### src/hw/rtl/plr_pkg.sv
// shared types and constants for the positional insert/remove list
package plr_pkg;

  // item field widths
  localparam int OP_W   = 2;
  localparam int POS_W  = 7;
  localparam int VAL_W  = 32;
  localparam int DATA_W = 32;
  localparam int CNT_W  = 7;
  localparam int ST_W   = 2;

  typedef enum logic [OP_W-1:0] {
    OP_READ   = 2'd0,
    OP_INSERT = 2'd1,
    OP_REMOVE = 2'd2
  } op_t;

  typedef enum logic [ST_W-1:0] {
    ST_OK    = 2'd0,
    ST_RANGE = 2'd1,
    ST_FULL  = 2'd2
  } status_t;

  typedef struct packed {
    logic [DATA_W-1:0] data;
    logic [CNT_W-1:0]  count;
    logic              empty_res;
    status_t           status;
  } res_t;

endpackage

### src/hw/rtl/plr_if.sv
// valid/ready channel interfaces for list operations and results
interface plr_in_if;
  logic                         valid;
  logic                         ready;
  logic [plr_pkg::OP_W-1:0]     op;
  logic [plr_pkg::POS_W-1:0]    position;
  logic [plr_pkg::VAL_W-1:0]    value;

  modport source (output valid, output op, output position, output value, input ready);
  modport sink   (input valid, input op, input position, input value, output ready);
endinterface

interface plr_out_if;
  logic                         valid;
  logic                         ready;
  logic [plr_pkg::DATA_W-1:0]   data;
  logic [plr_pkg::CNT_W-1:0]    count;
  logic                         empty_res;
  logic [plr_pkg::ST_W-1:0]     status;

  modport source (output valid, output data, output count, output empty_res, output status,
                  input ready);
  modport sink   (input valid, input data, input count, input empty_res, input status,
                  output ready);
endinterface

### src/hw/rtl/plr_mem.sv
// entry store: one write port, one registered read port
module plr_mem #(
  parameter int DEPTH = 64,
  parameter int WIDTH = 32,
  parameter int AW    = $clog2(DEPTH)
) (
  input  logic             clk,
  input  logic             wr_en,
  input  logic [AW-1:0]    wr_addr,
  input  logic [WIDTH-1:0] wr_data,
  input  logic             rd_en,
  input  logic [AW-1:0]    rd_addr,
  output logic [WIDTH-1:0] rd_data
);

  logic [WIDTH-1:0] mem [DEPTH];

  always_ff @(posedge clk) begin
    if (wr_en) begin
      mem[wr_addr] <= wr_data;
    end
  end

  always_ff @(posedge clk) begin
    if (rd_en) begin
      rd_data <= mem[rd_addr];
    end
  end

endmodule

### src/hw/rtl/plr_ctrl.sv
// sequencer: range checks and entry shifting through the store, one step at a time
module plr_ctrl #(
  parameter int DEPTH = 64,
  parameter int WIDTH = 32,
  parameter int AW    = $clog2(DEPTH)
) (
  input  logic             clk,
  input  logic             rst_n,
  plr_in_if.sink           in_chan,
  output logic             res_valid,
  input  logic             res_ready,
  output plr_pkg::res_t    res,
  output logic             wr_en,
  output logic [AW-1:0]    wr_addr,
  output logic [WIDTH-1:0] wr_data,
  output logic             rd_en,
  output logic [AW-1:0]    rd_addr,
  input  logic [WIDTH-1:0] rd_data
);

  import plr_pkg::*;

  localparam int CW  = $clog2(DEPTH + 1);
  localparam int PCW = ((CW > POS_W) ? CW : POS_W) + 1;

  typedef enum logic [3:0] {
    S_IDLE,
    S_RD_WAIT,
    S_UP_RD,
    S_UP_WR,
    S_INS_WR,
    S_RM_WAIT,
    S_DN_RD,
    S_DN_WR,
    S_DONE
  } state_t;

  state_t           state_r;
  logic [CW-1:0]    count_r;
  logic [CW-1:0]    idx_r;
  logic [CW-1:0]    lim_r;
  logic [AW-1:0]    p0_r;
  logic [WIDTH-1:0] val_r;
  logic [WIDTH-1:0] data_r;
  logic             dn_r;
  status_t          status_r;

  logic [PCW-1:0]   pos_ext;
  logic [PCW-1:0]   cnt_ext;
  logic             pos_nz;
  logic             acc_ok;
  logic             ins_ok;
  logic             full;
  logic             append;
  logic [AW-1:0]    p0;
  logic             accept;
  logic [CW-1:0]    idx_step;

  // position checks against the current count
  assign pos_ext = PCW'(in_chan.position);
  assign cnt_ext = PCW'(count_r);
  assign pos_nz  = (in_chan.position != '0);
  assign acc_ok  = pos_nz && (pos_ext <= cnt_ext);
  assign ins_ok  = pos_nz && (pos_ext <= cnt_ext + PCW'(1));
  assign full    = (count_r == CW'(DEPTH));
  assign append  = (cnt_ext == pos_ext - PCW'(1));
  assign p0      = AW'(in_chan.position - POS_W'(1));

  assign in_chan.ready = (state_r == S_IDLE);
  assign accept        = in_chan.valid && in_chan.ready;

  // shared index stepper: down for insert shifting, up for remove shifting
  assign idx_step = dn_r ? (idx_r + CW'(1)) : (idx_r - CW'(1));

  always_comb begin
    rd_en   = 1'b0;
    rd_addr = idx_step[AW-1:0];
    wr_en   = 1'b0;
    wr_addr = idx_r[AW-1:0];
    wr_data = rd_data;
    case (state_r)
      S_IDLE: begin
        rd_addr = p0;
        rd_en   = accept && acc_ok &&
                  ((in_chan.op == OP_READ) || (in_chan.op == OP_REMOVE));
      end
      S_UP_RD, S_DN_RD: begin
        rd_en = 1'b1;
      end
      S_UP_WR, S_DN_WR: begin
        wr_en = 1'b1;
      end
      S_INS_WR: begin
        wr_en   = 1'b1;
        wr_addr = p0_r;
        wr_data = val_r;
      end
      default: begin
      end
    endcase
  end

  always_ff @(posedge clk) begin
    if (!rst_n) begin
      state_r  <= S_IDLE;
      count_r  <= '0;
      idx_r    <= '0;
      lim_r    <= '0;
      dn_r     <= 1'b0;
      status_r <= ST_OK;
    end else begin
      case (state_r)
        S_IDLE: begin
          if (accept) begin
            p0_r     <= p0;
            val_r    <= WIDTH'(in_chan.value);
            data_r   <= '0;
            status_r <= ST_OK;
            dn_r     <= (in_chan.op == OP_REMOVE);
            lim_r    <= count_r - CW'(1);
            case (in_chan.op)
              OP_READ: begin
                if (acc_ok) begin
                  state_r <= S_RD_WAIT;
                end else begin
                  status_r <= ST_RANGE;
                  state_r  <= S_DONE;
                end
              end
              OP_INSERT: begin
                if (!ins_ok) begin
                  status_r <= ST_RANGE;
                  state_r  <= S_DONE;
                end else if (full) begin
                  status_r <= ST_FULL;
                  state_r  <= S_DONE;
                end else if (append) begin
                  state_r <= S_INS_WR;
                end else begin
                  idx_r   <= count_r;
                  state_r <= S_UP_RD;
                end
              end
              OP_REMOVE: begin
                if (acc_ok) begin
                  idx_r   <= CW'(p0);
                  state_r <= S_RM_WAIT;
                end else begin
                  status_r <= ST_RANGE;
                  state_r  <= S_DONE;
                end
              end
              default: begin
                state_r <= S_DONE;
              end
            endcase
          end
        end
        S_RD_WAIT: begin
          data_r  <= rd_data;
          state_r <= S_DONE;
        end
        S_UP_RD: begin
          state_r <= S_UP_WR;
        end
        S_UP_WR: begin
          if (idx_step == CW'(p0_r)) begin
            state_r <= S_INS_WR;
          end else begin
            idx_r   <= idx_step;
            state_r <= S_UP_RD;
          end
        end
        S_INS_WR: begin
          count_r <= count_r + CW'(1);
          state_r <= S_DONE;
        end
        S_RM_WAIT: begin
          data_r <= rd_data;
          if (idx_r == lim_r) begin
            count_r <= lim_r;
            state_r <= S_DONE;
          end else begin
            state_r <= S_DN_RD;
          end
        end
        S_DN_RD: begin
          state_r <= S_DN_WR;
        end
        S_DN_WR: begin
          if (idx_step == lim_r) begin
            count_r <= lim_r;
            state_r <= S_DONE;
          end else begin
            idx_r   <= idx_step;
            state_r <= S_DN_RD;
          end
        end
        S_DONE: begin
          if (res_ready) begin
            state_r <= S_IDLE;
          end
        end
        default: begin
          state_r <= S_IDLE;
        end
      endcase
    end
  end

  assign res_valid     = (state_r == S_DONE);
  assign res.data      = DATA_W'(data_r);
  assign res.count     = CNT_W'(count_r);
  assign res.empty_res = (count_r == '0);
  assign res.status    = status_r;

endmodule

### src/hw/rtl/positional_insert_remove_list.sv
// top level of the positional insert/remove list
// Ordered list of up to DEPTH entries of WIDTH bits, positions counted from 1.
// Op 0 reads the entry at a position, op 1 inserts a value in front of it
// (or right after the last entry), op 2 removes it; op 3 is a no-op. Every
// item gives one result with the data read or removed, the entry count after
// the operation, an empty flag and a status (ok, position out of range, full).
// Items are taken one at a time. The entries sit in a single memory with one
// write and one registered read port, and a small sequencer moves them one
// entry at a time (read, then write) when an insert or remove shifts the
// tail. With n entries before the item and position p, an insert shifts
// n-p+1 entries and a remove shifts n-p. The result sits in an output
// register, so the block goes back to accepting as soon as that register
// has room. Store contents are not cleared at reset; only the entry count
// is, and no entry at or beyond the count is ever read.
module positional_insert_remove_list #(
  parameter int DEPTH = 64,
  parameter int WIDTH = 32
) (
  input  logic       clk,
  input  logic       rst_n,
  plr_in_if.sink     in_chan,
  plr_out_if.source  out_chan
);

  import plr_pkg::*;

  localparam int AW = $clog2(DEPTH);

  // sequencer to output stage
  logic             res_valid;
  logic             res_ready;
  res_t             res;

  // memory ports
  logic             wr_en;
  logic [AW-1:0]    wr_addr;
  logic [WIDTH-1:0] wr_data;
  logic             rd_en;
  logic [AW-1:0]    rd_addr;
  logic [WIDTH-1:0] rd_data;

  // output register
  logic             out_valid_r;
  res_t             out_res_r;

  plr_ctrl #(
    .DEPTH (DEPTH),
    .WIDTH (WIDTH),
    .AW    (AW)
  ) u_ctrl (
    .clk       (clk),
    .rst_n     (rst_n),
    .in_chan   (in_chan),
    .res_valid (res_valid),
    .res_ready (res_ready),
    .res       (res),
    .wr_en     (wr_en),
    .wr_addr   (wr_addr),
    .wr_data   (wr_data),
    .rd_en     (rd_en),
    .rd_addr   (rd_addr),
    .rd_data   (rd_data)
  );

  plr_mem #(
    .DEPTH (DEPTH),
    .WIDTH (WIDTH),
    .AW    (AW)
  ) u_mem (
    .clk     (clk),
    .wr_en   (wr_en),
    .wr_addr (wr_addr),
    .wr_data (wr_data),
    .rd_en   (rd_en),
    .rd_addr (rd_addr),
    .rd_data (rd_data)
  );

  // output register takes a new result when empty or being drained
  assign res_ready = !out_valid_r || out_chan.ready;

  always_ff @(posedge clk) begin
    if (!rst_n) begin
      out_valid_r <= 1'b0;
    end else if (res_ready) begin
      out_valid_r <= res_valid;
    end
  end

  always_ff @(posedge clk) begin
    if (res_valid && res_ready) begin
      out_res_r <= res;
    end
  end

  assign out_chan.valid     = out_valid_r;
  assign out_chan.data      = out_res_r.data;
  assign out_chan.count     = out_res_r.count;
  assign out_chan.empty_res = out_res_r.empty_res;
  assign out_chan.status    = out_res_r.status;

  // the sequencer never offers a result while it is taking a new item
  a_idle_no_result: assert property (@(posedge clk) disable iff (!rst_n)
    in_chan.ready |-> !res_valid)
    else $error("result pending while sequencer is idle");

  // a result handed over shows up on the output next cycle
  a_result_lands: assert property (@(posedge clk) disable iff (!rst_n)
    (res_valid && res_ready) |=> out_chan.valid)
    else $error("handed-over result missing at output");

  // a full status is only reported with the store at capacity
  a_full_count: assert property (@(posedge clk) disable iff (!rst_n)
    (out_chan.valid && (out_chan.status == ST_FULL)) |-> (out_chan.count == CNT_W'(DEPTH)))
    else $error("full status with store below capacity");

endmodule
### src/flat_wrapper.sv
// flat-port wrapper written by rule: the top's interface ports become plain ports
module positional_insert_remove_list_flat import plr_pkg::*;
#(
  parameter int DEPTH = 64,
  parameter int WIDTH = 32
)
  (clk, rst_n, in_chan_valid, in_chan_op, in_chan_position, in_chan_value, in_chan_ready, out_chan_valid, out_chan_data, out_chan_count, out_chan_empty_res, out_chan_status, out_chan_ready);
  plr_in_if in_chan_i ();
  plr_out_if out_chan_i ();
  input  logic clk;
  input  logic rst_n;
  input wire logic [$bits(in_chan_i.valid)-1:0] in_chan_valid;
  input wire logic [$bits(in_chan_i.op)-1:0] in_chan_op;
  input wire logic [$bits(in_chan_i.position)-1:0] in_chan_position;
  input wire logic [$bits(in_chan_i.value)-1:0] in_chan_value;
  output wire logic [$bits(in_chan_i.ready)-1:0] in_chan_ready;
  output wire logic [$bits(out_chan_i.valid)-1:0] out_chan_valid;
  output wire logic [$bits(out_chan_i.data)-1:0] out_chan_data;
  output wire logic [$bits(out_chan_i.count)-1:0] out_chan_count;
  output wire logic [$bits(out_chan_i.empty_res)-1:0] out_chan_empty_res;
  output wire logic [$bits(out_chan_i.status)-1:0] out_chan_status;
  input wire logic [$bits(out_chan_i.ready)-1:0] out_chan_ready;
  assign in_chan_i.valid = in_chan_valid;
  assign in_chan_i.op = in_chan_op;
  assign in_chan_i.position = in_chan_position;
  assign in_chan_i.value = in_chan_value;
  assign in_chan_ready = in_chan_i.ready;
  assign out_chan_valid = out_chan_i.valid;
  assign out_chan_data = out_chan_i.data;
  assign out_chan_count = out_chan_i.count;
  assign out_chan_empty_res = out_chan_i.empty_res;
  assign out_chan_status = out_chan_i.status;
  assign out_chan_i.ready = out_chan_ready;
  positional_insert_remove_list #(.DEPTH(DEPTH), .WIDTH(WIDTH)) u_core (.clk(clk), .rst_n(rst_n), .in_chan(in_chan_i), .out_chan(out_chan_i));
endmodule
### config.mk
export PLATFORM = sky130hd
export DESIGN_NAME = positional_insert_remove_list_flat
export DESIGN_NICKNAME = d
export VERILOG_FILES = /design/src/hw/rtl/plr_pkg.sv /design/src/hw/rtl/plr_if.sv /design/src/hw/rtl/plr_mem.sv /design/src/hw/rtl/plr_ctrl.sv /design/src/hw/rtl/positional_insert_remove_list.sv /design/src/flat_wrapper.sv
export SDC_FILE = /design/constraint.sdc
export NUM_CORES = 2
export LEC_CHECK = 0
export ABC_AREA = 1
export BUFFER_PORTS_ARGS = -buffer_cell sky130_fd_sc_hd__buf_2
export CORE_ASPECT_RATIO = 0.9
export CORE_MARGIN = 2
export CORE_UTILIZATION = 30
export DETAILED_ROUTE_END_ITERATION = 16
export GPL_TIMING_DRIVEN = 0
export HOLD_SLACK_MARGIN = 0.08
export SYNTH_ARGS = -nofsm -noshare
export SYNTH_HDL_FRONTEND = slang
export SYNTH_SLANG_ARGS = --single-unit
### constraint.sdc
create_clock -name clk -period 5.3 [get_ports clk]
set_input_delay 0.265 -clock clk [delete_from_list [all_inputs] [get_ports clk]]
set_output_delay 0.265 -clock clk [all_outputs]
set_load 0.01 [all_outputs]
==> impl_metrics.env <==
export IMPL_status="finished, final reports clean"
export IMPL_clock_root_buffer="clkbuf_16"
export IMPL_synth_top_cell_area_share_pct=73.5
export IMPL_worstSetupStartpointType="flip-flop"
export IMPL_clock_power_share_pct=32.2
export IMPL_yosysWarningCount=0
export IMPL_rsz0062_at_grt="false"
export IMPL_die_h_um=522
export IMPL_die_w_um=580
export IMPL_powerDensity_nw_per_um2=459
export IMPL_leakagePower_nw=36.1
export IMPL_synth_xor_area_share_pct=0.186
export IMPL_ioPinCount=89
export IMPL_placedInstanceArea_um2=99300
export IMPL_synthAdderAreaFrac_pct=0.358
export IMPL_grt_pass1_wl_mm=478
export IMPL_rr_worst_depth=12
export IMPL_grt_usage_pct=22.6
export IMPL_grt_start_max_net_pins=34
export IMPL_power_internal_mw=31.8
export IMPL_crit_chain="buf_2, inv_1, fa_1, xor2_1, o21ai_4, buf_2, clkbuf_1, nand3_1, nand3_1, nand3_1, nand3_1, nand2_1"
export IMPL_synth_compound_area_share_pct=9.77
export IMPL_reg2reg_slack_ns=0.04
export IMPL_postCtsSetupBuffers=0
export IMPL_hold_viol=0
export IMPL_drtAntennaViolNets=0
export IMPL_ys_seq_elements=2221
export IMPL_area_delta_synth_final_pct=19.5
export IMPL_hold_depth=2
export IMPL_synthCells=7138
export IMPL_numCtsBuffers=213
export IMPL_worstMarginPinSlew_ns=1.42
export IMPL_die_area_um2=303000
export IMPL_syn_nets=7208
export IMPL_htree_levels=4
export IMPL_synth_area_leaders="edfxtp_1 (74%), nand2_1 (5.3%), o21ai_0 (4.8%)"
export IMPL_syn_area_per_cell_um2=12.5
export IMPL_synthSimpleGateAreaFrac_pct=12.6
export IMPL_drt_iter0_drc=12600
export IMPL_nNetsFinal=7729
export IMPL_ys_seq_area_share_pct=74.2
export IMPL_hold_path_end="u_core.u_ctrl.val_r[25]$_DFFE_PP_"
export IMPL_grt_pass1_vias=59900
export IMPL_cts_tree="yes"
export IMPL_fin_area_um2=107000
export IMPL_worstPathArrival_ns=5.81
export IMPL_final_core_util_pct=36.0
export IMPL_crit_type="flip-flop to flip-flop"
export IMPL_finalPower_mw=49.1
export IMPL_gr_total_overflow=0
export IMPL_drt_pass1_iterations=6
export IMPL_p_comb_share_pct=27.4
export IMPL_slew_headroom_pct=5.12
export IMPL_reg2reg_from="u_core.u_ctrl.idx_r[0]$_SDFFE_PN0P_"
export IMPL_place_hpwl_mm=251
export IMPL_antenna_found_initial=21
export IMPL_clock_latency_ns=0.89
export IMPL_coreArea_um2=297000
export IMPL_route_detailed_drc=0
export IMPL_drive_gt1_share_pct=11.1
export IMPL_ys_types=40
export IMPL_vias_per_cell=5.56
export IMPL_holdCritPathClass="input pin to flip-flop"
export IMPL_post_drt_wl_per_cell_um=30.1
export IMPL_r2r_end="u_core.u_mem.rd_data[3]$_DFFE_PP_"
export IMPL_period_needed_ns=5.26
export IMPL_clockBufferDepth=3
export IMPL_port_buffers=88
export IMPL_clk_pin_slew_ns=0.07
export IMPL_synth_area_um2=89500
export IMPL_wirelength_mm=355
export IMPL_end_kind="flip-flop"
export IMPL_seq_power_share_pct=40.5
export IMPL_start_util_pct=30.1
export IMPL_clock_fmax_mhz=190
export IMPL_min_from="in_chan_value[25]"
export IMPL_final_cell_mix="edfxtp_1 (2192), nand2_1 (1274), o21ai_0 (826)"
export IMPL_path_max_fanout=10
export IMPL_globalplace_congestion=1.03
export IMPL_num_vias=65500
export IMPL_synth_top_family_by_area="simple AND/OR/NAND/NOR gates"
export IMPL_clock_sinks=2221
export IMPL_synthMuxAreaShare_pct=0.0112
export IMPL_row_count=190
export IMPL_skew_ns=0.0862
export IMPL_holdWs_ns=0.120
export IMPL_layout_commonest_cell="edfxtp_1"
export IMPL_maxCapViolCount=0
export IMPL_ir_drop_mv=0.351
export IMPL_switching_share_pct=35.3
export IMPL_slowest_stage="clkbuf_1"
export IMPL_setup_viol=0
export IMPL_required_ns=5.85
export IMPL_cpPeakStageDelay_ns=0.83
export IMPL_p_switching_mw=17.4
export IMPL_post_route_period_util_pct=99.2
export IMPL_path_common_cell="nand3_1"
export IMPL_synth_area_leader_cell="edfxtp_1"
export IMPL_drv_slew=0
sequential cells by signal, summed over array words and instances, names as in the netlist, 2 cells and up:
signal	flops
u_core.u_ctrl.data_r	32
u_core.u_mem.rd_data	32
u_core.u_ctrl.count_r	7
u_core.u_ctrl.lim_r	7
u_core.u_ctrl.val_r	32
u_core.out_chan.status	2
u_core.u_mem.mem	2048
u_core.out_chan.count	7
u_core.u_ctrl.p0_r	6
u_core.u_ctrl.idx_r	7
u_core.u_ctrl.state_r	4
u_core.u_ctrl.status_r	2
u_core.out_chan.data	32
layout make-up:
class / count / area [µm²]
plain buffers: 467 / 2010
well taps: 3936 / 4920
inverters: 160 / 601
flip-flops and latches: 2221 / 66400
clock buffers: 257 / 5610
diodes: 11 / 27.5
repair buffers: 306 / 4500
clock inverters: 136 / 1560
fillers: 28300 / 190000
multi-input cells: 4290 / 21400
metal layers:
layer	wire, µm	share of wire [%]	global-route usage, %	vias to the layer above
met1	134000	38	30.5	32600
met4	17100	4.8	9.59	2
li1	-	-	-	27000
met2	146000	41	32.4	5212
met5	12	0.0034	0	-
met3	58200	16	8.33	744
cells by family (layout without fill, tap and decap cells):
| group | Yosys count | after routing |
|---|---|---|
| xor gates and xnor gates | 19 | 19 |
| buffers and inverters | 627 | 1326 |
| adders and majority gates | 25 | 25 |
| other | 0 | 11 |
| AOI/OAI and AO/OA | 1520 | 1520 |
| and+or+nand+nor | 2725 | 2725 |
| muxes | 1 | 1 |
| DFF | 2221 | 2221 |
per-stage QoR:
stage                     worst slack, ns  TNS [ns]  instances
after floorplan                     0.116         0       7138
after global placement              -6.49         -      11200
after CTS                           0.100         0      11800
after detailed placement           -0.190    -0.267      11300
after global routing               0.0456         0      11800
final                              0.0412         0      11800
Yosys cell counts, drive strengths merged:
| master | n |
|---|---|
| nor3 | 25 |
| edfxtp | 2192 |
| o21bai | 293 |
| buf | 216 |
| a211oi | 1 |
| nor4 | 1 |
| o211ai | 34 |
| nor2 | 655 |
| a21oi | 20 |
| nand2 | 1275 |
| o22ai | 228 |
| or2 | 4 |
| ha | 24 |
| mux2i | 1 |
| a221oi | 2 |
| nand3 | 749 |
| o21ai | 938 |
| a21boi | 1 |
| fa | 1 |
| nand4 | 12 |
| and2 | 1 |
| inv | 159 |
| clkinv | 1 |
| xor2 | 16 |
| dfxtp | 29 |
| a31oi | 3 |
| clkbuf | 251 |
| xnor2 | 3 |
| nand3b | 3 |
worst max-delay path: cells and delay by family, from the launching register on:
kind                       cells  cell delay (ns)
and+or+nand+nor                5             1.18
adders and majority gates      1             0.50
xor gates and xnor gates       1             0.28
AOI/OAI and AO/OA              1             0.76
DFF                            1             0.30
buffers and inverters          4             1.93
worst max-delay path by stage:
stage,from,to,slack [ns],cells after the start
6_report,u_core.u_ctrl.idx_r[0]$_SDFFE_PN0P_,u_core.u_mem.rd_data[3]$_DFFE_PP_,0.04,12
5_1_grt,u_core.u_ctrl.idx_r[0]$_SDFFE_PN0P_,u_core.u_mem.rd_data[5]$_DFFE_PP_,0.05,16
4_1_cts,u_core.u_ctrl.idx_r[0]$_SDFFE_PN0P_,u_core.u_mem.rd_data[6]$_DFFE_PP_,0.1,12
3_5_place_dp,in_chan_position[0],u_core.u_mem.rd_data[21]$_DFFE_PP_,-0.19,13
3_3_place_gp,u_core.u_ctrl.state_r[3]$_SDFFE_PN0P_,u_core.u_mem.mem[13][13]$_DFFE_PP_,-6.49,6
2_1_floorplan,u_core.u_ctrl.state_r[0]$_SDFFE_PN0P_,u_core.out_chan.count[0]$_DFFE_PP_,0.12,3
timing repair:
item                                   4_1_cts  5_1_grt
setup endpoints to repair                    0        6
gates resized for setup                      0        7
endpoints found under the hold margin       71        0
hold buffers                                49        0
power groups by stage:
stage / registers [mW] / logic [mW] / clock network [mW]
4_1_cts: 19.9 / 12.6 / 15.8
5_1_grt: 19.9 / 13.8 / 16.5
6_report: 19.9 / 13.4 / 15.8
2_1_floorplan: 20.4 / 6.26 / 0
3_5_place_dp: 20.3 / 12.6 / 0
3_3_place_gp: 20.6 / 12.1 / 0
Power figures use the tool's default switching activity.
